[config.mk]
export PLATFORM = sky130hd
export DESIGN_NAME = fpab_ctrl
export DESIGN_NICKNAME = d
export VERILOG_FILES = /design/src/framebuffer_pixel_alpha_blend_assert.svh /design/src/fpab_pkg.sv /design/src/fpab_ctrl.sv
export SDC_FILE = /design/constraint.sdc
export NUM_CORES = 1
export LEC_CHECK = 0
export ABC_AREA = 0
export BUFFER_PORTS_ARGS = -buffer_cell sky130_fd_sc_hd__clkbuf_2
export CORE_AREA = 2 2 39 41
export CTS_BUF_LIST = sky130_fd_sc_hd__clkbuf_8
export DETAILED_ROUTE_END_ITERATION = 6
export DIE_AREA = 0 0 41 43
export SYNTH_ARGS = -nofsm -noshare
export SYNTH_HDL_FRONTEND = slang
export SYNTH_SLANG_ARGS = --single-unit
[constraint.sdc]
create_clock -name clk -period 2.35 [get_ports clk]
set_input_delay 0.235 -clock clk [delete_from_list [all_inputs] [get_ports clk]]
set_output_delay 0.235 -clock clk [all_outputs]
set_load 0.05 [all_outputs]
[src/framebuffer_pixel_alpha_blend_assert.svh]
// ---------------------------------------------------------------------------
// Assertion macros for the framebuffer pixel alpha blend block
// Clocked concurrent assertion wrappers used at the end of the top level.
// ---------------------------------------------------------------------------
`ifndef FRAMEBUFFER_PIXEL_ALPHA_BLEND_ASSERT_SVH
`define FRAMEBUFFER_PIXEL_ALPHA_BLEND_ASSERT_SVH

// Checked at every rising edge, quiet while reset is held.
`define FPAB_ASSERT(lbl, prop, msg) \
  lbl: assert property (@(posedge clk) disable iff (!rst_n) prop) else $error(msg);

// Checked at every rising edge, reset included.
`define FPAB_ASSERT_ALWAYS(lbl, prop, msg) \
  lbl: assert property (@(posedge clk) prop) else $error(msg);

`endif

[src/fpab_pkg.sv]
// ---------------------------------------------------------------------------
// fpab_pkg
// Shared constants, codes and controller/datapath interface types.
// ---------------------------------------------------------------------------
package fpab_pkg;

  localparam int unsigned SCREEN_W = 320;
  localparam int unsigned SCREEN_H = 240;
  localparam int unsigned DEPTH    = SCREEN_W * SCREEN_H;
  localparam int unsigned ADDR_W   = (DEPTH > 1) ? $clog2(DEPTH) : 1;

  localparam int unsigned COORD_W  = 12;
  localparam int unsigned PIX_W    = 16;
  localparam int unsigned COV_W    = 8;
  localparam int unsigned CH_W     = 5;
  localparam int unsigned RED_POS  = 11;
  localparam int unsigned GREEN_POS = 6;

  localparam int unsigned IN_DATA_W  = 56;
  localparam int unsigned OUT_DATA_W = 24;

  typedef enum logic [1:0] {
    OP_WRITE = 2'd0,
    OP_READ  = 2'd1,
    OP_BLEND = 2'd2,
    OP_NONE  = 2'd3
  } opcode_t;

  typedef struct packed {
    logic capture;   // latch the accepted input word
    logic calc;      // register address and screen check
    logic rd;        // issue the frame memory read
    logic mix;       // register the blended pixel
    logic wr;        // write the frame memory if the access calls for it
    logic load_out;  // load the result register
  } dp_cmd_t;

  typedef struct packed {
    logic needs_read;  // access in screen that needs the stored pixel
  } dp_stat_t;

endpackage

[src/fpab_ctrl.sv]
// ---------------------------------------------------------------------------
// fpab_ctrl
// Sequencer for one framebuffer access at a time and output valid tracking.
// ---------------------------------------------------------------------------
module fpab_ctrl (
  input  logic               clk,
  input  logic               rst_n,
  input  logic               in_tvalid,
  output logic               in_tready,
  output logic               out_tvalid,
  input  logic               out_tready,
  input  fpab_pkg::dp_stat_t stat,
  output fpab_pkg::dp_cmd_t  cmd
);
  import fpab_pkg::*;

  typedef enum logic [2:0] {
    ST_IDLE,
    ST_CALC,
    ST_RD,
    ST_MIX,
    ST_WR,
    ST_FIN
  } state_t;

  state_t state_r, state_nxt;
  logic   out_valid_r, out_valid_nxt;
  logic   slot_free;

  assign in_tready  = (state_r == ST_IDLE);
  assign out_tvalid = out_valid_r;
  assign slot_free  = !out_valid_r || out_tready;

  always_comb begin
    state_nxt    = state_r;
    cmd          = '0;
    cmd.capture  = (state_r == ST_IDLE) && in_tvalid;
    case (state_r)
      ST_IDLE: begin
        if (in_tvalid) state_nxt = ST_CALC;
      end
      ST_CALC: begin
        cmd.calc  = 1'b1;
        state_nxt = stat.needs_read ? ST_RD : ST_WR;
      end
      ST_RD: begin
        cmd.rd    = 1'b1;
        state_nxt = ST_MIX;
      end
      ST_MIX: begin
        cmd.mix   = 1'b1;
        state_nxt = ST_WR;
      end
      ST_WR: begin
        cmd.wr    = 1'b1;
        state_nxt = ST_FIN;
      end
      ST_FIN: begin
        // The result waits here until the output register is free.
        if (slot_free) begin
          cmd.load_out = 1'b1;
          state_nxt    = ST_IDLE;
        end
      end
      default: state_nxt = ST_IDLE;
    endcase
  end

  always_comb begin
    out_valid_nxt = out_valid_r;
    if (cmd.load_out) out_valid_nxt = 1'b1;
    else if (out_tready) out_valid_nxt = 1'b0;
  end

  always_ff @(posedge clk) begin
    if (!rst_n) begin
      state_r     <= ST_IDLE;
      out_valid_r <= 1'b0;
    end else begin
      state_r     <= state_nxt;
      out_valid_r <= out_valid_nxt;
    end
  end

endmodule

# Word-level counts from Yosys, hierarchy flattened
# Index checks and enable logic that the tools add are counted.
# totals
rom_bits,0
mem_count,0
word_cells,27
mem_bits_rw,0
out_inout_bits,8
latch_bits,0
inputBits,5
regBits,4
# op_classes
magnitude_cmp,0
n_bitwise,0
add_sub_neg,0
reduce_logical,6
n_mux,12
mul,0
shifts,0
div_mod_pow,0
n_eq_ne,7
# op_table
operator,count
case mux 3 bit (6 select lines),1
2-to-1 mux 3 bit,3
2-to-1 mux 1 bit,8
"== test 3 x 2 -> 1 bit, second input constant",2
"== test 3 bit, second input constant",2
"inequality test 2 bit, second input constant",2
"== test 3 x 1 -> 1 bit, second input constant",1
logical NOT 3 bit,1
AND reduction 2 bit,1
nonzero test 2 bit,1
logical AND 1 bit,1
logical NOT 1 bit,1
logical OR 1 bit,1

# Depth between registers and ports, before layout
# Gate-level depths: netlist (run 1).
# depth
depth_word,5
mapped_depth,5
ltp_nobuf,3

# Worst setup path before layout (run 1)
# OpenSTA, ideal clock, no wires.
# synth_path
path_type,reg-to-output
start,register state_r[0]
end,output cmd[5] (netlist bit)
path_buffers,1
stages_incl_launch_ff,4
setup_slack_ps,-13
t_arrival_ps,2128
cell_sequence,dfxtp_1 > buf_2 > nor3_1 > and2_1
# synth_rtl
element,line_no,source
from (decl),fpab_ctrl.sv:26,"state_t state_r, state_nxt;"
from (signal assigned),fpab_ctrl.sv:80,state_r <= state_nxt;
to (decl),fpab_ctrl.sv:13,output fpab_pkg::dp_cmd_t cmd

==> summary.txt, run 1 <==
Timing
  • Slew Viols, Final: 0
  • Tcrit/Tclk final: 0.645
  • Min Tclk post-route: 1520 ps
  • Achievable Freq: 660 MHz
  • Final setup vio count: 0
  • Setup Skew: approximately 2.6 ps
  • Final Hold Fails: 0
  • Setup TNS: 0 ps
  • RSZ-0062 raised after global routing: false
  • Slew HR: 0.803
  • Worst-Margin Slew: 295 ps

Routing
  • DRC Markers: 0
  • Vias/cell: about 4.1
  • Router iterations before antenna repair: 2
  • 1st-iter DRT viols: 1
  • Remaining antenna violation count: 0
  • Post-DR wirelength/cell: approximately 8.3 um
  • Via count: between 200 and 250
  • Final wirelength: 500 um

Critical path
  • CP max stage delay: ~470 ps
  • Worst Setup End Kind: primary output
  • Worst-path fanout max: 9
  • Setup CP Type: reg2out
  • Startpoint class of the critical path: flip-flop
  • Cell chain of the critical path: inv_1 -> nor3_1 -> clkbuf_2
  • Worst path slowest cell: dfxtp_1
  • Crit path DAT: 1280 ps
  • Req. time, crit path: between 2000 and 2500 ps

Power
  • Static leakage: about 0.00016 uW
  • Clock share of power: 0.482
  • Int Power: ~200 uW
  • P per Cell Area: about 800 nW/um^2
  • Total net switching power: around 87 uW
  • Combinational Power Share: 0.236
  • Max IR drop VDD: roughly 280 uV
  • Sequential share of power: 0.282
  • Net Sw Frac: 0.302
  • Final Total Pwr: 288 uW

Yosys
  • Post-Syn Nets: 38
  • Synth area leaders: dfxtp_1 (32%), nor2_1 (5.9%), nor3b_1 (5.9%)
  • Flops & latches, synth: 4
  • Sequential fraction of the synthesis area: 0.317
  • Count of cell types in the netlist: 20
  • Yosys warnings: 0
  • Post-synth top area cell: dfxtp_1
  • Mapped Area: between 200 and 300 um^2
  • Cells after synthesis: 33
  • Post-Syn Area per Cell: ~7.7 um^2
  • Share of the synthesized area in the top cell type: 0.317

Clocking
  • Clock slew at reported path FFs: ~30 ps
  • H-tree levels: 1
  • CTS root buf: clkbuf_8
  • Worst-Skew Late Latency: roughly 210 ps
  • Setup Fix Bufs, Post-CTS: 0
  • Clk sinks: 4
  • Cts repair resizes: 0
  • Clock buffer count from CTS: 3
  • Clock Tree Buf Depth: 2
  • CTS tree: built
  • Hold_buf cts: 0

Final layout
  • Most common cell after layout, fill and taps aside: clkbuf_2
  • NumNets Final: between 50 and 60
  • Most frequent cells in the layout: clkbuf_2 (12), nor2_1 (4), dfxtp_1 (4), clkbuf_8 (3)
  • Syn-to-layout area delta: 38.6%
  • Final Util: 0.253
  • Ant. Diodes: 0
  • Layout cells sized above 1: 0.386

Floorplanning
  • Core ar.: around 1400 um^2
  • Io pins: 13
  • DIE HEIGHT: 43 um
  • Die W: just over 40 um
  • Die Area: about 1800 um^2
  • Row cnt: 14
  • Initial Utilization: 0.183

Hold path
  • Hold crit path type: in2reg

GRT
  • GRT Overall Usage: 0.0622
  • Vias in the first global route: between 150 and 200
  • Largest net degree at the start of global routing: 11
  • First-pass GRT wire length: roughly 700 um
  • Total gr overflow: 0
  • Initial antenna violation count: 0

Placed design
  • Input/output buffers: 12
  • RePlAce Congestion: 0.707

Outcome
  • Status: completed

Job
  • MaxCap Viol Count: 0
worst max-delay path, delay by kind of cell (launching register included):
family	cells	cell delay, ps
AND/OR/NAND/NOR	1	170
flip-flops	1	470
buffers and inverters	2	430
layout make-up:
cell class / count / area [um^2]
fill: 170 / 1030
multi-input combinational: 24 / 145
sequential: 4 / 80.1
timing repair buffer: 12 / 60.1
clock buffer: 3 / 41.3
tap: 16 / 20.0
inverter: 1 / 3.75
through the flow:
stage               hold WS [ps]  std cells  worst slack [ps]  instance area [um^2]
floorplan                    353         33               451                   258
global placement             503         57              1030                   309
detailed placement           508         57              1050                   309
CTS                          285         60               824                   350
global route                 300         60               745                   350
finish                       285         60               834                   350
synthesized netlist by cell type, drive strengths merged:
cell	number
nor3b	2
buf	4
o21a	1
inv	1
nand2	2
and2	1
nor2b	2
or2b	1
a21oi	2
nand3	2
or3	1
nand2b	2
mux2i	1
nor3	2
a21boi	1
nor2	4
dfxtp	4
flip-flops by register name, indices dropped and copies added (netlist names):
signal      cells
out_tvalid      1
state_r         3
power groups by stage:
| stage | combinational, uW | sequential, uW | clock (uW) |
|---|---|---|---|
| final | 67.9 | 81.5 | 139 |
| after global routing | 72.3 | 82.6 | 148 |
| after CTS | 68.9 | 81.3 | 145 |
| after detailed placement | 68.8 | 82.2 | 0 |
| after global placement | 68.2 | 82.2 | 0 |
| after floorplan | 64.0 | 75.3 | 0 |
final timing paths:
| check | start | end | slack, ps | depth (start not counted) |
|---|---|---|---|---|
| worst min register to register | out_tvalid | out_tvalid | 520 | 2 |
| worst min-delay path | rst_n | state_r[2] | 280 | 2 |
| worst max register to register | state_r[2] | state_r[0] | 1310 | 3 |
| worst max-delay path | state_r[1] | cmd[3] | 830 | 3 |
cell families after synthesis:
family,synth area share
flops,0.317
compound gates,0.0990
buf+inv,0.129
simple gates,0.416
mux,0.0396
layer usage:
layer / GRT usage / up-vias / share of wire
li1: - / 129 / -
met4: 0.0400 / 0 / 0
met3: 0.0471 / 0 / 0.074
met2: 0.0906 / 4 / 0.50
met1: 0.0577 / 113 / 0.43
met5: 0 / - / 0
No activity file was read; power rests on OpenSTA's default activity.
==> run 2, diff against run 1 <==
==> constraint.sdc (replaced) <==
create_clock -name clk -period 1.5 [get_ports clk]
set_input_delay 0.15 -clock clk [delete_from_list [all_inputs] [get_ports clk]]
set_output_delay 0.15 -clock clk [all_outputs]
set_load 0.05 [all_outputs]
==> run 2 against run 1 <==
Net effect:
- non-clock buffer count unchanged
- setup slack got worse by 670 ps
- clock skew decreased by 1.0 ps
- count of clock-buffer cells in the layout unchanged
- global-route usage increased by 0.71 points
- routed wire length increased by 3.8%
- power increased by 62%
- critical endpoint is now cmd[5]
- largest power group unchanged
- highest routed layer is now met4
==> summary.txt, run 2 (synthesis results as in run 1) <==
Critical path
  • Worst-case reg-to-reg path depth: 3 (unchanged)
  • Worst Setup End Kind: primary output
  • Cell chain of the critical path: nor3_4 -> and2_1 -> clkbuf_2
  • Setup CP Type: reg2out
  • CP delay by family, top: flip-flops
  • Internal reg-to-reg setup slack: 500 ps (-810 ps)
  • Worst-path fanout max: 8 (-1)
  • CP max stage delay: 370 ps (-100 ps)
  • Startpoint class of the critical path: flip-flop
  • Req. time, crit path: 1350 ps (-770 ps)
  • Crit path buffers/inverters: 1 (-1)
  • Worst r2r src: state_r[2]
  • RR Endpoint: state_r[0]
  • Worst path slowest cell: dfxtp_2
  • Crit path DAT: 1180 ps (-100 ps)

Clocking
  • CTS root buf: clkbuf_8
  • Worst-Skew Late Latency: 220 ps (about the same)
  • CTS tree: built
  • Clk sinks: 4 (unchanged)
  • Clock buffer count from CTS: 3 (unchanged)
  • Clock slew at reported path FFs: 30 ps (about the same)
  • H-tree levels: 1 (unchanged)
  • Clock Tree Buf Depth: 2 (unchanged)
  • Setup Fix Bufs, Post-CTS: 0 (unchanged)

Hold path
  • Worst hold start: rst_n
  • Worst Hold Path Cells: 2 (unchanged)
  • Hold crit path type: in2reg
  • Worst hold endpoint: state_r[2]

Floorplanning
  • Initial Utilization: 0.183 (unchanged)
  • Core ar.: 1380 um^2 (unchanged)
  • Die W: 41 um (unchanged)
  • DIE HEIGHT: 43 um (unchanged)
  • Io pins: 13 (unchanged)
  • Die Area: 1760 um^2 (unchanged)
  • Row cnt: 14 (unchanged)

Final layout
  • Most frequent cells in the layout: clkbuf_2 (12), nor2_1 (4), clkbuf_8 (3), dfxtp_2 (3)
  • Most common cell after layout, fill and taps aside: clkbuf_2
  • Largest register FFs: 3 (unchanged)
  • Layout Cell Area excl Fill: 370 um^2 (+5.7%)
  • Layout cells sized above 1: 0.500 (+0.114)
  • Biggest register: state_r
  • Syn-to-layout area delta: 46.5%
  • Ant. Diodes: 0 (unchanged)
  • NumNets Final: 51 (unchanged)
  • Final Util: 0.268 (+0.0145)

Timing
  • Setup Skew: 1.55 ps (-1.04 ps)
  • Final Hold Fails: 0 (unchanged)
  • Slew Viols, Final: 0 (unchanged)
  • Final setup vio count: 0 (unchanged)
  • Slew HR: 0.816 (+0.0134)
  • RSZ-0062 raised after global routing: false
  • Tcrit/Tclk final: 0.888
  • Min Tclk post-route: 1330 ps
  • Achievable Freq: about 750 MHz
  • Final WS setup: 168 ps (-666 ps)
  • Worst-Margin Slew: 277 ps (-18.5 ps)

GRT
  • Largest net degree at the start of global routing: 11 (unchanged)
  • Total gr overflow: 0 (unchanged)
  • Initial antenna violation count: 0 (unchanged)
  • GRT Overall Usage: 0.0693 (+0.00709)
  • Vias in the first global route: 197 (+2.6%)
  • First-pass GRT wire length: 752 um (+8.0%)

Routing
  • 1st-iter DRT viols: 3 (+2)
  • Highest routed metal layer: met4
  • Final wirelength: 519 um (+3.8%)
  • Post-DR wirelength/cell: 8.65 um (+3.8%)
  • Total length of routed met3 wires: 41 um (+11%)
  • Router iterations before antenna repair: 4 (+2)
  • Vias/cell: 4.05 (-1.2%)
  • DRC Markers: 0 (unchanged)
  • Routed met1 length: 230 um (+7.0%)
  • Remaining antenna violation count: 0 (unchanged)
  • Met2 wire len: 237 um (-4.4%)
  • Via count: 243 (-1.2%)

Power
  • Final Total Pwr: 467 uW (+62%)
  • P per Cell Area: 1260 nW/um^2 (+53%)
  • Static leakage: 0.000167 uW (+6.7%)
  • Max IR drop VDD: 336 uV (+22%)

Placed design
  • Post-DP Area: 325 um^2 (+5.3%)
  • RePlAce Congestion: 0.676 (-4.3%)
  • Pre-CTS worst setup slack: 262 ps (-791 ps)
  • Input/output buffers: 12 (unchanged)
  • Final HPWL DP: ~410 um

Job
  • MaxCap Viol Count: 0 (unchanged)

Outcome
  • Status: completed
[run 2: cell counts in the layout (fill, tap and decap cells not counted)]
Identical to the previous run, type by type.
[run 2: metrics by stage]
step | cells | hold slack, ps | TNS, ps
2_1_floorplan | 33 | 268 | -102
3_3_place_gp | 57 | 413 | 0
3_5_place_dp | 57 | 409 | 0
4_1_cts | 60 | 188 | 0
5_1_grt | 60 | 190 | 0
6_report | 60 | 179 | 0
[run 2: power breakdown]
group | total [uW] | switching (uW) | internal (uW)
Clock | 224 | 53.0 | 171
Combinational | 110 | 75.2 | 34.7
Sequential | 133 | 17.7 | 115
Total | 467 | 146 | 321
[run 2: repair_timing]
item	in CTS	in global routing
setup endpoints to repair	0	4
hold buffers	0	0
hold endpoints to repair	0	0
gates resized for setup	0	3
[run 2: how the worst max path moves through the flow]
| stage | start | end | slack (ps) | cells after the start |
|---|---|---|---|---|
| floorplan | state_r[0] | cmd[5] | -100 | 3 |
| global placement | state_r[0] | cmd[0] | 260 | 3 |
| detailed placement | state_r[0] | cmd[4] | 260 | 3 |
| CTS | state_r[0] | cmd[4] | 30 | 3 |
| global route | state_r[1] | cmd[0] | 70 | 4 |
| finish | state_r[0] | cmd[5] | 170 | 3 |
[run 2: layout make-up]
class,instances,area (um^2)
fill,165,1010
sequential,4,83.8
timing repair buffer,12,60.1
multi-input combinational,24,161
tap,16,20.0
inverter,1,3.75
clock buffer,3,41.3
[run 2: per-layer routing]
metal	up-vias	track usage
met2	7	0.0750
met1	106	0.0868
met5	-	0
li1	128	-
met3	2	0.0628
met4	0	0.0400
==> run 3, diff against run 2 <==
--- a/config.mk
+++ b/config.mk
@@ -8,7 +8,7 @@
 export ABC_AREA = 0
 export BUFFER_PORTS_ARGS = -buffer_cell sky130_fd_sc_hd__clkbuf_2
 export CORE_AREA = 2 2 39 41
-export CTS_BUF_LIST = sky130_fd_sc_hd__clkbuf_8
+export CTS_BUF_LIST = sky130_fd_sc_hd__clkbuf_16
 export DETAILED_ROUTE_END_ITERATION = 6
 export DIE_AREA = 0 0 41 43
 export SYNTH_ARGS = -nofsm -noshare
==> run 3 against run 2 <==
Net effect:
- register-to-register slack about the same
- sequential share of layout area shrank 1.9 points
- count of clock-buffer cells in the layout unchanged
- power grew 40%
- clock skew rose by 1.4 ps
- core utilization up 2.4 points
- via count increased by 1.2%
- die area unchanged
- setup slack got worse by 12 ps
- final area grew 9.1%
- worst hold slack got worse by 3.4 ps
- sequential cell count is the same
- critical endpoint is now cmd[0]
==> summary.txt, run 3 (synthesis results as in run 1) <==
GRT
  • Vias in the first global route: 205 (+4.1%)
  • Initial antenna violation count: 0 (unchanged)
  • First-pass GRT wire length: 800 um (+6.4%)
  • GRT Overall Usage: 0.0703 (+0.00100)
  • Largest net degree at the start of global routing: 11 (unchanged)
  • Total gr overflow: 0 (unchanged)

Routing
  • Routed met1 length: 235 um (+2.2%)
  • 1st-iter DRT viols: 2 (-1)
  • Remaining antenna violation count: 0 (unchanged)
  • Met2 wire len: 262 um (+11%)
  • Router iterations before antenna repair: 4 (unchanged)
  • Final wirelength: 544 um (+4.8%)
  • Via count: 246 (+1.2%)
  • DRC Markers: 0 (unchanged)
  • Post-DR wirelength/cell: 9.07 um (+4.8%)
  • Vias/cell: 4.10 (+1.2%)
  • Total length of routed met3 wires: 46 um (+12%)
  • Highest routed metal layer: met3

Critical path
  • CP max stage delay: 360 ps (about the same)
  • Worst Setup End Kind: primary output
  • Worst-case reg-to-reg path depth: 3 (unchanged)
  • Cell chain of the critical path: inv_1 -> nand3_1 -> nor2_1 -> clkbuf_2
  • Worst-path fanout max: 9 (+1)
  • Internal reg-to-reg setup slack: 500 ps (about the same)
  • Crit path DAT: 1190 ps (about the same)
  • Startpoint class of the critical path: flip-flop
  • Setup CP Type: reg2out
  • Worst path slowest cell: dfxtp_2
  • Req. time, crit path: 1350 ps (about the same)
  • Crit path buffers/inverters: 2 (+1)
  • CP delay by family, top: buffers and inverters
  • Worst r2r src: state_r[2]
  • RR Endpoint: state_r[0]

Timing
  • Slew HR: 0.816 (unchanged)
  • Final WS setup: 157 ps (-11.7 ps)
  • Min Tclk post-route: 1340 ps (+11.7 ps)
  • Slew Viols, Final: 0 (unchanged)
  • Achievable Freq: 744 MHz (-0.87%)
  • Final setup vio count: 0 (unchanged)
  • Setup Skew: 2.90 ps (+1.35 ps)
  • Hold WS: 176 ps (-3.37 ps)
  • RSZ-0062 raised after global routing: false
  • Final Hold Fails: 0 (unchanged)
  • Tcrit/Tclk final: 0.896 (+0.00778)
  • Worst-Margin Slew: 277 ps (unchanged)

Floorplanning
  • Initial Utilization: 0.183 (unchanged)
  • Die W: 41 um (unchanged)
  • Io pins: 13 (unchanged)
  • Die Area: 1760 um^2 (unchanged)
  • Core ar.: 1380 um^2 (unchanged)
  • Row cnt: 14 (unchanged)
  • DIE HEIGHT: 43 um (unchanged)

Outcome
  • Status: completed

Clocking
  • CTS root buf: clkbuf_16
  • Clk sinks: 4 (unchanged)
  • Setup Fix Bufs, Post-CTS: 0 (unchanged)
  • Clock buffer count from CTS: 3 (unchanged)
  • Clock Tree Buf Depth: 2 (unchanged)
  • CTS tree: built
  • H-tree levels: 1 (unchanged)
  • Worst-Skew Late Latency: 220 ps (about the same)
  • Clock slew at reported path FFs: 30 ps (about the same)

Final layout
  • Most common cell after layout, fill and taps aside: clkbuf_2
  • Layout Cell Area excl Fill: 404 um^2 (+9.1%)
  • Layout cells sized above 1: 0.500 (unchanged)
  • Area occupied by multi-input gates: 161 um^2 (unchanged)
  • Non-Filler Instances: 60 (unchanged)
  • Ant. Diodes: 0 (unchanged)
  • Biggest register: state_r
  • Largest register FFs: 3 (unchanged)
  • Filler Cell Count: 160 (-3.0%)
  • Register area: 83.8 um^2 (unchanged)
  • Most frequent cells in the layout: clkbuf_2 (12), nor2_1 (4), clkbuf_16 (3), dfxtp_2 (3)
  • NumNets Final: 51 (unchanged)
  • Syn-to-layout area delta: 59.9%

Hold path
  • Hold crit path type: in2reg
  • Worst hold endpoint: state_r[2]
  • Worst hold start: rst_n
  • Worst Hold Path Cells: 2 (unchanged)

Placed design
  • RePlAce Congestion: 0.676 (unchanged)
  • Post-DP Area: 325 um^2 (unchanged)
  • Input/output buffers: 12 (unchanged)
  • Final HPWL DP: 412 um (unchanged)
  • Dpl cells: 57 (unchanged)
  • Pre-CTS worst setup slack: 262 ps (unchanged)

Power
  • Max IR drop VDD: 425 uV (+26%)
  • Final Total Pwr: 653 uW (+40%)
  • P per Cell Area: 1620 nW/um^2 (+28%)
  • Static leakage: 0.000182 uW (+9.2%)

Job
  • MaxCap Viol Count: 0 (unchanged)
-- run 3: cell types whose count changed in the layout (fill, tap and decap cells not counted) --
cell / previous run / this run
clkbuf_8: 3 / 0
clkbuf_16: 0 / 3
-- run 3: final cells by class --
| cell class | instances | share of cell area |
|---|---|---|
| Sequential cell | 4 | 0.207 |
| Timing Repair Buffer | 12 | 0.149 |
| Multi-Input combinational cell | 24 | 0.399 |
| Tap cell | 16 | 0.0495 |
| Inverter | 1 | 0.00929 |
| Clock buffer | 3 | 0.186 |
-- run 3: worst max-delay path by stage --
stage / start / end / slack (ps) / cells past startpoint
floorplan: state_r[0] / cmd[5] / -100 / 3
detailed placement: state_r[0] / cmd[4] / 260 / 3
global placement: state_r[0] / cmd[0] / 260 / 3
finish: state_r[1] / cmd[0] / 160 / 4
global route: state_r[1] / cmd[0] / 60 / 4
CTS: state_r[0] / cmd[0] / 20 / 3
-- run 3: stage by stage --
step | utilization | TNS (ps)
floorplan | - | -102
global placement | 0.235 | 0
detailed placement | 0.235 | 0
CTS | 0.289 | 0
global route | 0.292 | 0
finish | 0.292 | 0
-- run 3: routing by layer --
layer  global-route usage  vias to the layer above
met3               0.0628                        0
met4               0.0200                        0
met2               0.0875                        7
met1               0.0868                      110
li1                     -                      129
met5                    0                        -
-- run 3: what timing repair did --
item / 4_1_cts / 5_1_grt
hold buffers: 0 / 0
resized for setup: 0 / 3
setup endpoints to repair: 0 / 4
-- run 3: power by group --
part / leakage (uW) / internal [uW] / switching (uW)
clock: 0.0000370 / 340 / 70.2
combinational: 0.000112 / 34.7 / 75.4
sequential: 0.0000339 / 115 / 17.7
total: 0.000182 / 490 / 163
